### src/design/mmfpa_pkg.sv
// Package for the max-min fair partition allocator.
// Holds sizes, widths, operation and status codes and the sequencer states.
// Used by the core and by the testbench; the generic RAM does not depend on it.
package mmfpa_pkg;

  localparam int MAX_MODELS = 16;
  localparam int MAX_SIZES  = 8;

  localparam int MCW   = $clog2(MAX_MODELS + 1);
  localparam int SCNTW = $clog2(MAX_SIZES + 1);
  localparam int SCW   = (MCW > SCNTW) ? MCW : SCNTW;
  localparam int MAW   = (MAX_MODELS > 1) ? $clog2(MAX_MODELS) : 1;
  localparam int SAW   = (MAX_SIZES > 1) ? $clog2(MAX_SIZES) : 1;

  localparam int ID_W   = 8;
  localparam int DEM_W  = 10;
  localparam int SIZE_W = 7;
  localparam int CNT_W  = 10;
  localparam int TOT_W  = 11;
  localparam int GPU_W  = 4;
  localparam int AV_W   = 12;
  localparam int DIVW   = 11;
  localparam int DVSW   = 7;
  localparam int DCW    = $clog2(DIVW);
  localparam int KEY_W  = DEM_W + MAW;
  localparam int MEM_W  = ID_W + DEM_W;

  localparam int SHARE_PER_GPU = 100;
  localparam logic [GPU_W-1:0] GPUS_RESET = GPU_W'(4);

  typedef enum logic [1:0] {
    OP_LOAD_MODEL = 2'd0,
    OP_LOAD_SIZE  = 2'd1,
    OP_ALLOC      = 2'd2,
    OP_RESERVED   = 2'd3
  } op_e;

  typedef enum logic [1:0] {
    STAT_OK        = 2'd0,
    STAT_NO_SIZES  = 2'd1,
    STAT_DROPPED   = 2'd2,
    STAT_NO_MODELS = 2'd3
  } status_e;

  typedef enum logic [6:0] {
    S_IDLE = 7'b0000001,
    S_SRCH = 7'b0000010,
    S_SMAX = 7'b0000100,
    S_DIV  = 7'b0001000,
    S_MSEL = 7'b0010000,
    S_TAIL = 7'b0100000,
    S_OUT  = 7'b1000000
  } state_e;

endpackage

### src/design/max_min_fair_part_allocator_core.sv
// Max-min fair partition allocator core. A model load into an empty table is written directly;
// otherwise the table is searched for a repeated id through its single read port. An allocate
// transaction uses, per model, the shared bit-serial divider up to twice, a walk of the model
// table to pick the next model by demand and a walk of the size table to pick the tail piece,
// plus one walk of the size table for the largest size; all these walks go through the one
// read port of each table.
// Depends on mmfpa_pkg and mmfpa_ram.
module max_min_fair_part_allocator_core (
  input  logic                            clk_i,
  input  logic                            rst_ni,
  input  logic                            cfg_we_i,
  input  logic [mmfpa_pkg::GPU_W-1:0]     cfg_wdata_i,
  input  logic                            in_valid_i,
  output logic                            in_stall_o,
  input  logic [1:0]                      opcode_i,
  input  logic [mmfpa_pkg::ID_W-1:0]      load_id_i,
  input  logic [mmfpa_pkg::DEM_W-1:0]     demand_i,
  input  logic [mmfpa_pkg::SIZE_W-1:0]    part_size_i,
  output logic                            out_valid_o,
  input  logic                            out_stall_i,
  output logic [mmfpa_pkg::ID_W-1:0]      grant_id_o,
  output logic [mmfpa_pkg::CNT_W-1:0]     largest_piece_count_o,
  output logic [mmfpa_pkg::SIZE_W-1:0]    tail_piece_o,
  output logic [mmfpa_pkg::TOT_W-1:0]     granted_total_o,
  output logic                            is_last_o,
  output logic [1:0]                      status_o
);
  import mmfpa_pkg::*;

  state_e state_q, state_d;
  logic [GPU_W-1:0] gpus_q;
  logic [MCW-1:0] mcnt_q, mcnt_d, pos_q, pos_d;
  logic [SCNTW-1:0] scnt_q, scnt_d;
  logic drop_q, drop_d;
  logic [SCW-1:0] scan_q, scan_d, pidx_q, pidx_d;
  logic pv_q, pv_d;
  logic [ID_W-1:0] ld_id_q, ld_id_d;
  logic [DEM_W-1:0] ld_dem_q, ld_dem_d;
  logic [1:0] stat_q, stat_d;
  logic signed [AV_W-1:0] avail_q, avail_d, avail_nxt;
  logic [SIZE_W-1:0] big_q, big_d;
  logic [DIVW-1:0] share_q, share_d;
  logic [KEY_W-1:0] last_q, last_d, bkey_q, bkey_d;
  logic bf_q, bf_d;
  logic [ID_W-1:0] bid_q, bid_d;
  logic [DEM_W-1:0] need_q, need_d;
  logic [CNT_W-1:0] pcnt_q, pcnt_d;
  logic [SIZE_W-1:0] r_q, r_d, tail_q, tail_d;
  logic [DIVW-1:0] dnum_q, dnum_d, dquo_q, dquo_d;
  logic [DVSW-1:0] dden_q, dden_d, drem_q, drem_d;
  logic [DCW-1:0] dcnt_q, dcnt_d;
  logic dpc_q, dpc_d;
  logic ov_q, ov_d, olast_q, olast_d;
  logic [ID_W-1:0] oid_q, oid_d;
  logic [CNT_W-1:0] ocnt_q, ocnt_d;
  logic [SIZE_W-1:0] otail_q, otail_d;
  logic [TOT_W-1:0] otot_q, otot_d;
  logic [1:0] ostat_q, ostat_d;

  logic m_we, s_we;
  logic [MAW-1:0] m_waddr;
  logic [SAW-1:0] s_waddr;
  logic [MEM_W-1:0] m_wdata, m_rdata;
  logic [SIZE_W-1:0] s_wdata, s_rdata;
  logic [ID_W-1:0] rd_id;
  logic [DEM_W-1:0] rd_dem;
  logic [KEY_W-1:0] rd_key;
  logic [DVSW:0] dtrial;
  logic [DIVW-1:0] need_w;
  logic in_acc, out_acc;

  mmfpa_ram #(.WIDTH(MEM_W), .DEPTH(MAX_MODELS)) u_model_ram (
    .clk_i   (clk_i),
    .we_i    (m_we),
    .waddr_i (m_waddr),
    .wdata_i (m_wdata),
    .raddr_i (scan_q[MAW-1:0]),
    .rdata_o (m_rdata)
  );

  mmfpa_ram #(.WIDTH(SIZE_W), .DEPTH(MAX_SIZES)) u_size_ram (
    .clk_i   (clk_i),
    .we_i    (s_we),
    .waddr_i (s_waddr),
    .wdata_i (s_wdata),
    .raddr_i (scan_q[SAW-1:0]),
    .rdata_o (s_rdata)
  );

  assign in_stall_o = (state_q != S_IDLE);
  assign in_acc     = in_valid_i && (state_q == S_IDLE);
  assign out_acc    = ov_q && !out_stall_i;
  assign rd_id      = m_rdata[MEM_W-1:DEM_W];
  assign rd_dem     = m_rdata[DEM_W-1:0];
  assign rd_key     = {rd_dem, pidx_q[MAW-1:0]};
  assign dtrial     = {drem_q, dnum_q[DIVW-1]};
  assign avail_nxt  = avail_q - AV_W'(otot_q);
  assign need_w     = (DIVW'(bkey_q[KEY_W-1:MAW]) < share_q) ? DIVW'(bkey_q[KEY_W-1:MAW])
                                                             : share_q;

  always_comb begin
    state_d = state_q; mcnt_d = mcnt_q; pos_d = pos_q; scnt_d = scnt_q; drop_d = drop_q;
    scan_d = scan_q; pidx_d = pidx_q; pv_d = 1'b0; ld_id_d = ld_id_q; ld_dem_d = ld_dem_q;
    stat_d = stat_q; avail_d = avail_q; big_d = big_q; share_d = share_q; last_d = last_q;
    bkey_d = bkey_q; bf_d = bf_q; bid_d = bid_q; need_d = need_q; pcnt_d = pcnt_q;
    r_d = r_q; tail_d = tail_q; dnum_d = dnum_q; dquo_d = dquo_q; dden_d = dden_q;
    drem_d = drem_q; dcnt_d = dcnt_q; dpc_d = dpc_q; ov_d = ov_q; olast_d = olast_q;
    oid_d = oid_q; ocnt_d = ocnt_q; otail_d = otail_q; otot_d = otot_q; ostat_d = ostat_q;
    m_we = 1'b0; m_waddr = mcnt_q[MAW-1:0]; m_wdata = {ld_id_q, ld_dem_q};
    s_we = 1'b0; s_waddr = scnt_q[SAW-1:0]; s_wdata = part_size_i;

    unique case (state_q)
      S_IDLE: begin
        if (in_acc) begin
          ld_id_d  = load_id_i;
          ld_dem_d = demand_i;
          scan_d   = '0;
          unique case (opcode_i)
            OP_LOAD_MODEL: begin
              if (mcnt_q == '0) begin
                m_we    = 1'b1;
                m_wdata = {load_id_i, demand_i};
                mcnt_d  = MCW'(1);
              end else begin
                state_d = S_SRCH;
              end
            end
            OP_LOAD_SIZE: begin
              if (part_size_i == '0 || scnt_q == SCNTW'(MAX_SIZES)) begin
                drop_d = 1'b1;
              end else begin
                s_we   = 1'b1;
                scnt_d = scnt_q + SCNTW'(1);
              end
            end
            OP_ALLOC: begin
              pos_d   = '0;
              avail_d = AV_W'(gpus_q * SHARE_PER_GPU);
              big_d   = '0;
              if (mcnt_q == '0) begin
                oid_d = '0; ocnt_d = '0; otail_d = '0; otot_d = '0;
                olast_d = 1'b1; ostat_d = STAT_NO_MODELS; ov_d = 1'b1;
                state_d = S_OUT;
              end else begin
                stat_d  = (scnt_q == '0) ? STAT_NO_SIZES : (drop_q ? STAT_DROPPED : STAT_OK);
                state_d = S_SMAX;
              end
            end
            default: ;
          endcase
        end
      end
      S_SRCH: begin
        if (scan_q < SCW'(mcnt_q)) begin
          scan_d = scan_q + SCW'(1); pv_d = 1'b1; pidx_d = scan_q;
        end
        if (pv_q && rd_id == ld_id_q) begin
          m_we    = 1'b1;
          m_waddr = pidx_q[MAW-1:0];
          state_d = S_IDLE;
        end else if (!pv_q && scan_q == SCW'(mcnt_q)) begin
          if (mcnt_q == MCW'(MAX_MODELS)) begin
            drop_d = 1'b1;
          end else begin
            m_we   = 1'b1;
            mcnt_d = mcnt_q + MCW'(1);
          end
          state_d = S_IDLE;
        end
      end
      S_SMAX: begin
        if (scan_q < SCW'(scnt_q)) begin
          scan_d = scan_q + SCW'(1); pv_d = 1'b1; pidx_d = scan_q;
        end
        if (pv_q && s_rdata > big_q) begin
          big_d = s_rdata;
        end
        if (!pv_q && scan_q == SCW'(scnt_q)) begin
          if (avail_q > 0) begin
            dnum_d = DIVW'(avail_q); dden_d = DVSW'(mcnt_q - pos_q);
            drem_d = '0; dcnt_d = '0; dpc_d = 1'b0; state_d = S_DIV;
          end else begin
            share_d = '0; scan_d = '0; bf_d = 1'b0; state_d = S_MSEL;
          end
        end
      end
      S_DIV: begin
        dnum_d = {dnum_q[DIVW-2:0], 1'b0};
        if (dtrial >= {1'b0, dden_q}) begin
          drem_d = DVSW'(dtrial - {1'b0, dden_q});
          dquo_d = {dquo_q[DIVW-2:0], 1'b1};
        end else begin
          drem_d = dtrial[DVSW-1:0];
          dquo_d = {dquo_q[DIVW-2:0], 1'b0};
        end
        dcnt_d = dcnt_q + DCW'(1);
        if (dcnt_q == DCW'(DIVW - 1)) begin
          scan_d = '0;
          if (dpc_q) begin
            pcnt_d = CNT_W'(dquo_d); r_d = drem_d; tail_d = '0; state_d = S_TAIL;
          end else begin
            share_d = dquo_d; bf_d = 1'b0; state_d = S_MSEL;
          end
        end
      end
      S_MSEL: begin
        if (scan_q < SCW'(mcnt_q)) begin
          scan_d = scan_q + SCW'(1); pv_d = 1'b1; pidx_d = scan_q;
        end
        if (pv_q && (pos_q == '0 || rd_key > last_q) && (!bf_q || rd_key < bkey_q)) begin
          bf_d = 1'b1; bkey_d = rd_key; bid_d = rd_id;
        end
        if (!pv_q && scan_q == SCW'(mcnt_q)) begin
          last_d  = bkey_q;
          need_d  = DEM_W'(need_w);
          oid_d   = bid_q;
          olast_d = (pos_q + MCW'(1) == mcnt_q);
          ostat_d = stat_q;
          if (scnt_q == '0 || need_w == '0) begin
            ocnt_d = '0; otail_d = '0; otot_d = '0; ov_d = 1'b1; state_d = S_OUT;
          end else begin
            dnum_d = need_w - DIVW'(1); dden_d = DVSW'(big_q);
            drem_d = '0; dcnt_d = '0; dpc_d = 1'b1; state_d = S_DIV;
          end
        end
      end
      S_TAIL: begin
        if (scan_q < SCW'(scnt_q)) begin
          scan_d = scan_q + SCW'(1); pv_d = 1'b1; pidx_d = scan_q;
        end
        if (pv_q && s_rdata > r_q && (tail_q == '0 || s_rdata < tail_q)) begin
          tail_d = s_rdata;
        end
        if (!pv_q && scan_q == SCW'(scnt_q)) begin
          ocnt_d  = pcnt_q;
          otail_d = tail_q;
          otot_d  = TOT_W'(need_q) - TOT_W'(1) - TOT_W'(r_q) + TOT_W'(tail_q);
          ov_d    = 1'b1;
          state_d = S_OUT;
        end
      end
      S_OUT: begin
        if (out_acc) begin
          ov_d    = 1'b0;
          avail_d = avail_nxt;
          pos_d   = pos_q + MCW'(1);
          scan_d  = '0;
          if (olast_q) begin
            mcnt_d = '0; scnt_d = '0; drop_d = 1'b0; state_d = S_IDLE;
          end else if (avail_nxt > 0) begin
            dnum_d = DIVW'(avail_nxt); dden_d = DVSW'(mcnt_q - pos_q - MCW'(1));
            drem_d = '0; dcnt_d = '0; dpc_d = 1'b0; state_d = S_DIV;
          end else begin
            share_d = '0; bf_d = 1'b0; state_d = S_MSEL;
          end
        end
      end
      default: state_d = S_IDLE;
    endcase
  end

  always_ff @(posedge clk_i or negedge rst_ni) begin
    if (!rst_ni) begin
      state_q <= S_IDLE;
      gpus_q  <= GPUS_RESET;
      mcnt_q  <= '0;
      scnt_q  <= '0;
      drop_q  <= 1'b0;
      pv_q    <= 1'b0;
      ov_q    <= 1'b0;
    end else begin
      state_q <= state_d;
      if (cfg_we_i) begin
        gpus_q <= cfg_wdata_i;
      end
      mcnt_q <= mcnt_d;
      scnt_q <= scnt_d;
      drop_q <= drop_d;
      pv_q   <= pv_d;
      ov_q   <= ov_d;
    end
  end

  always_ff @(posedge clk_i) begin
    pos_q <= pos_d; scan_q <= scan_d; pidx_q <= pidx_d; ld_id_q <= ld_id_d;
    ld_dem_q <= ld_dem_d; stat_q <= stat_d; avail_q <= avail_d; big_q <= big_d;
    share_q <= share_d; last_q <= last_d; bkey_q <= bkey_d; bf_q <= bf_d; bid_q <= bid_d;
    need_q <= need_d; pcnt_q <= pcnt_d; r_q <= r_d; tail_q <= tail_d; dnum_q <= dnum_d;
    dquo_q <= dquo_d; dden_q <= dden_d; drem_q <= drem_d; dcnt_q <= dcnt_d; dpc_q <= dpc_d;
    olast_q <= olast_d; oid_q <= oid_d; ocnt_q <= ocnt_d; otail_q <= otail_d;
    otot_q <= otot_d; ostat_q <= ostat_d;
  end

  assign out_valid_o           = ov_q;
  assign grant_id_o            = oid_q;
  assign largest_piece_count_o = ocnt_q;
  assign tail_piece_o          = otail_q;
  assign granted_total_o       = otot_q;
  assign is_last_o             = olast_q;
  assign status_o              = ostat_q;

  a_cnt_bound: assert property (@(posedge clk_i) disable iff (!rst_ni)
    mcnt_q <= MCW'(MAX_MODELS) && scnt_q <= SCNTW'(MAX_SIZES))
    else $error("table count beyond capacity");

  a_out_state: assert property (@(posedge clk_i) disable iff (!rst_ni)
    ov_q |-> state_q == S_OUT)
    else $error("result shown outside the output state");

  a_clear_last: assert property (@(posedge clk_i) disable iff (!rst_ni)
    (out_acc && olast_q) |=> (mcnt_q == '0 && scnt_q == '0 && !drop_q))
    else $error("tables not cleared after the last result");

  a_no_model_last: assert property (@(posedge clk_i) disable iff (!rst_ni)
    (ov_q && ostat_q == STAT_NO_MODELS) |-> (olast_q && otot_q == '0))
    else $error("empty run result malformed");

endmodule

### src/design/mmfpa_ram.sv
// Generic single-write, single-read synchronous RAM with registered read data.
// Depends on nothing; used for the model table and the size table.
module mmfpa_ram #(
  parameter int WIDTH = 8,
  parameter int DEPTH = 16
) (
  input  logic                                        clk_i,
  input  logic                                        we_i,
  input  logic [((DEPTH > 1) ? $clog2(DEPTH) : 1)-1:0] waddr_i,
  input  logic [WIDTH-1:0]                            wdata_i,
  input  logic [((DEPTH > 1) ? $clog2(DEPTH) : 1)-1:0] raddr_i,
  output logic [WIDTH-1:0]                            rdata_o
);

  logic [WIDTH-1:0] mem_q [DEPTH];

  always_ff @(posedge clk_i) begin
    if (we_i) begin
      mem_q[waddr_i] <= wdata_i;
    end
    rdata_o <= mem_q[raddr_i];
  end

endmodule

### config.mk
export PLATFORM = sky130hd
export DESIGN_NAME = max_min_fair_part_allocator_core
export DESIGN_NICKNAME = d
export VERILOG_FILES = /design/src/design/mmfpa_pkg.sv /design/src/design/max_min_fair_part_allocator_core.sv /design/src/design/mmfpa_ram.sv
export SDC_FILE = /design/constraint.sdc
export NUM_CORES = 1
export LEC_CHECK = 0
export BUFFER_PORTS_ARGS = -buffer_cell sky130_fd_sc_hd__buf_4
export CORE_ASPECT_RATIO = 1.5
export CORE_UTILIZATION = 62
export CTS_CLUSTER_SIZE = 30
export DETAILED_ROUTE_END_ITERATION = 16
export PLACE_DENSITY_LB_ADDON = 0.05
export SKIP_LAST_GASP = 1
export SYNTH_ARGS = -nofsm -noshare
export SYNTH_HDL_FRONTEND = slang
export SYNTH_SLANG_ARGS = --single-unit
### constraint.sdc
create_clock -name clk_i -period 6.5 [get_ports clk_i]
set_clock_uncertainty 0.05 [all_clocks]
set_input_delay 0.325 -clock clk_i [delete_from_list [all_inputs] [get_ports clk_i]]
set_output_delay 0.325 -clock clk_i [all_outputs]
set_load 0.01 [all_outputs]
==> metrics <==
non-filler cells in the finished layout 2480; count of flip-flops with a built-in enable after synthesis 558; Yosys reg bits slightly above 600; part of the power in combinational logic 29.6%; Pleak ~0.011 uW; Tcrit/Tclk final 69.8%; CTS HTree Levels 2; post-route setup slack about 2000 ps; Pins Over Slew Limit 0; GR Overflow Total 0; sequential share of the synthesized area 66.2%; cts bufs inserted 54; Via Count between 15000 and 20000; clk root buf clkbuf_16; Mapped Nets 1904; vias in the first global route 15700; Post-route DRC 0; Vias/cell 6.12; Finished Cell Area roughly 30000 um^2; worst slew pin tran 1210 ps; Synth Area in Compound Gates 5.74%; post-synthesis cell type count 74; top cell type's share of synthesized area between 60% and 70%; worst stage delay on the critical path 550 ps; Setup Total Neg Slack 0 ps; 1st-pass router iterations 6; antenna violations before repair 1; Final Critical Period 4540 ps; HP Class in2async; Area Overhead vs Synth 12.5%; Cell Area, Placed approximately 28000 um^2; Warnings, synthesis 0; Die W 172 um; Starting Density 62.8%; DP HPWL 43.4 mm; max_cap viols 0; Syn Inst Count 1738; Slowest cell on crit path inv_1; Die ar. 44300 um^2; fin nets approximately 2000; Post-CTS Hold Fix Bufs 32; CTS sink cnt 606; VDD IR-drop max 322 uV; Post-Synth XOR/XNOR Area 1.72%; number of instances in the placed design 2346; CP arrival 4630 ps; post-synthesis async set-or-reset flop share 3.80%; synthesized cell area 27000 um^2; critical path class reg2reg; unrepaired setup endpoints after global routing false; most frequent cells in the layout 558 x edfxtp_1, 134 x inv_1, 118 x ha_1; layout cells sized above 1 17.0%; Avg WL per Cell about 25 um; Max Clock Freq 0.220 GHz; global-route wire length before repair 92.5 mm; Mean Syn Cell Area 15.5 um^2; final core utilization 70.7%; Tot GR Track Use 28.9%; drt total wl 61.8 mm; critical-path cell list ha_1 -> nand2_1 -> o21ai_0 -> a21oi_1 -> o22ai_2 -> buf_4 -> nand2_1 -> o21ai_0 -> inv_1 -> ha_1 -> nand3b_1 -> nor2_1 -> mux2i_1 -> a21oi_1 -> o2111ai_1 -> inv_1; ANT nets after route 0; status finished clean; required time worst endpoint 6600 ps; cell-internal power 8310 uW; Simple-Gate Fraction of Synth Area 7.14%; Max Root-Sink Buffers 3; routability cong. 0.974; CTS tree built; Setup Viol. Count Final 0; Startpoint Class register; row count 93; Final Hold Fails 0; largest area contributor in the netlist edfxtp_1; die height 257 um; critical path endpoint category register; pin count of the biggest net entering global routing 77; setup bufs post-CTS 0; Synth Area in Adders 6.37%; CP max FO 28; PD cells between 300 and 400 nW/um^2; Skew-Pair Late Insertion Delay 600 ps; post_cts resized 0; Most used DFF post-synth edfxtp_1; Clk pwr share 27.0%; Sequential Power Share between 40% and 50%; Core Area between 40000 and 50000 um^2; relative slew slack 19.3%; Net Sw Power roughly 3800 uW; most common cell after layout, fill and taps aside edfxtp_1; Initial DRC Count 1156; Top Ports 77; Synth area leaders edfxtp_1 62%, mux4_2 8.7%, ha_1 5.5%; clock slew at reported path FFs ~70 ps; mux cell area share after synthesis 10.2%; sw frac 31.4%; PortBufs 76; main combinational cell family by area after synthesis multiplexers; pre-CTS WS 1900 ps
==> worst paths after layout <==
| path | startpoint | end | slack (ps) | cells after the start |
|---|---|---|---|---|
| max reg2reg | bkey_q[10] | tail_piece_o[0] | 1960 | 16 |
| max in group asynchronous | rst_ni | state_q[0] | 5930 | 2 |
| min reg2reg | bkey_q[1] | last_q[1] | 410 | 0 |
| min in group clk_i | opcode_i[0] | state_q[1] | 200 | 3 |
| min | rst_ni | mcnt_q[2] | 150 | 2 |
| max | bkey_q[10] | tail_piece_o[0] | 1960 | 16 |
==> flip-flops by register name, indices dropped and copies added, names as in the netlist, 11 cells and up <==
signal,cells
dnum_q,11
share_q,11
u_model_ram.rdata_o,18
u_size_ram.mem_q,56
granted_total_o,11
avail_q,12
bkey_q,14
u_model_ram.mem_q,288
last_q,14
==> worst max-delay path, delay by kind of cell (launching register included) <==
family,cells,cell delay (ps)
AO/OA/AOI/OAI,6,1250
adder cells (fa/ha/maj),2,570
buffers and inverters,3,950
flip-flops,1,480
multiplexers,1,420
AND/OR/NAND/NOR,4,370
==> area by class of cell <==
type	instances	area (um^2)
Antenna cell	1	2.50
Clock buffer	68	1460
Clock inverter	33	363
Fill cell	2764	12600
Inverter	136	510
Multi-Input combinational cell	944	8460
Sequential cell	606	17800
Tap cell	570	713
Timing Repair Buffer	122	996
==> power by group through the flow <==
stage                     clock network (uW)  registers [uW]  logic, uW
after floorplan                            0            5180       2540
after global placement                     0            5310       3510
after detailed placement                   0            5330       3580
after CTS                               3310            5250       3630
after global routing                    3450            5280       3920
final                                   3270            5250       3590
==> cell usage after synthesis (all sizes together) (16+ instances only) <==
cell and count:
nand3 26, ha 118, dfrtp 21, dfxtp 25, mux4 104, inv 136, o21ai 73, mux2 32
nor2 102, clkbuf 37, and2 56, xnor2 39, nand2 76, nor3 20, nor2b 16, edfxtp 558
a21oi 62, a21o 27
==> per-stage QoR <==
stage | power (uW) | hold slack (ps)
floorplan | 7720 | -20.6
global placement | 8830 | 210
detailed placement | 8910 | 211
CTS | 12200 | 125
global route | 12600 | 169
finish | 12100 | 148
==> routing by layer <==
layer,GRT usage [%],up-vias,share of wire (%)
met5,0,-,0
met4,13.7,0,4.9
met3,3.15,122,4.1
met2,52.6,460,54
met1,33.7,7709,37
li1,-,6889,-
==> cells by family (layout without fill, tap and decap cells) <==
group / after synthesis / after routing
other: 0 / 1
AOI/OAI and AO/OA: 246 / 246
and+or+nand+nor: 374 / 374
DFF: 606 / 606
muxes: 141 / 141
adders and majority gates: 130 / 130
xor gates and xnor gates: 53 / 53
buffers and inverters: 188 / 359
Note: power is estimated with default switching activity, not from simulation.
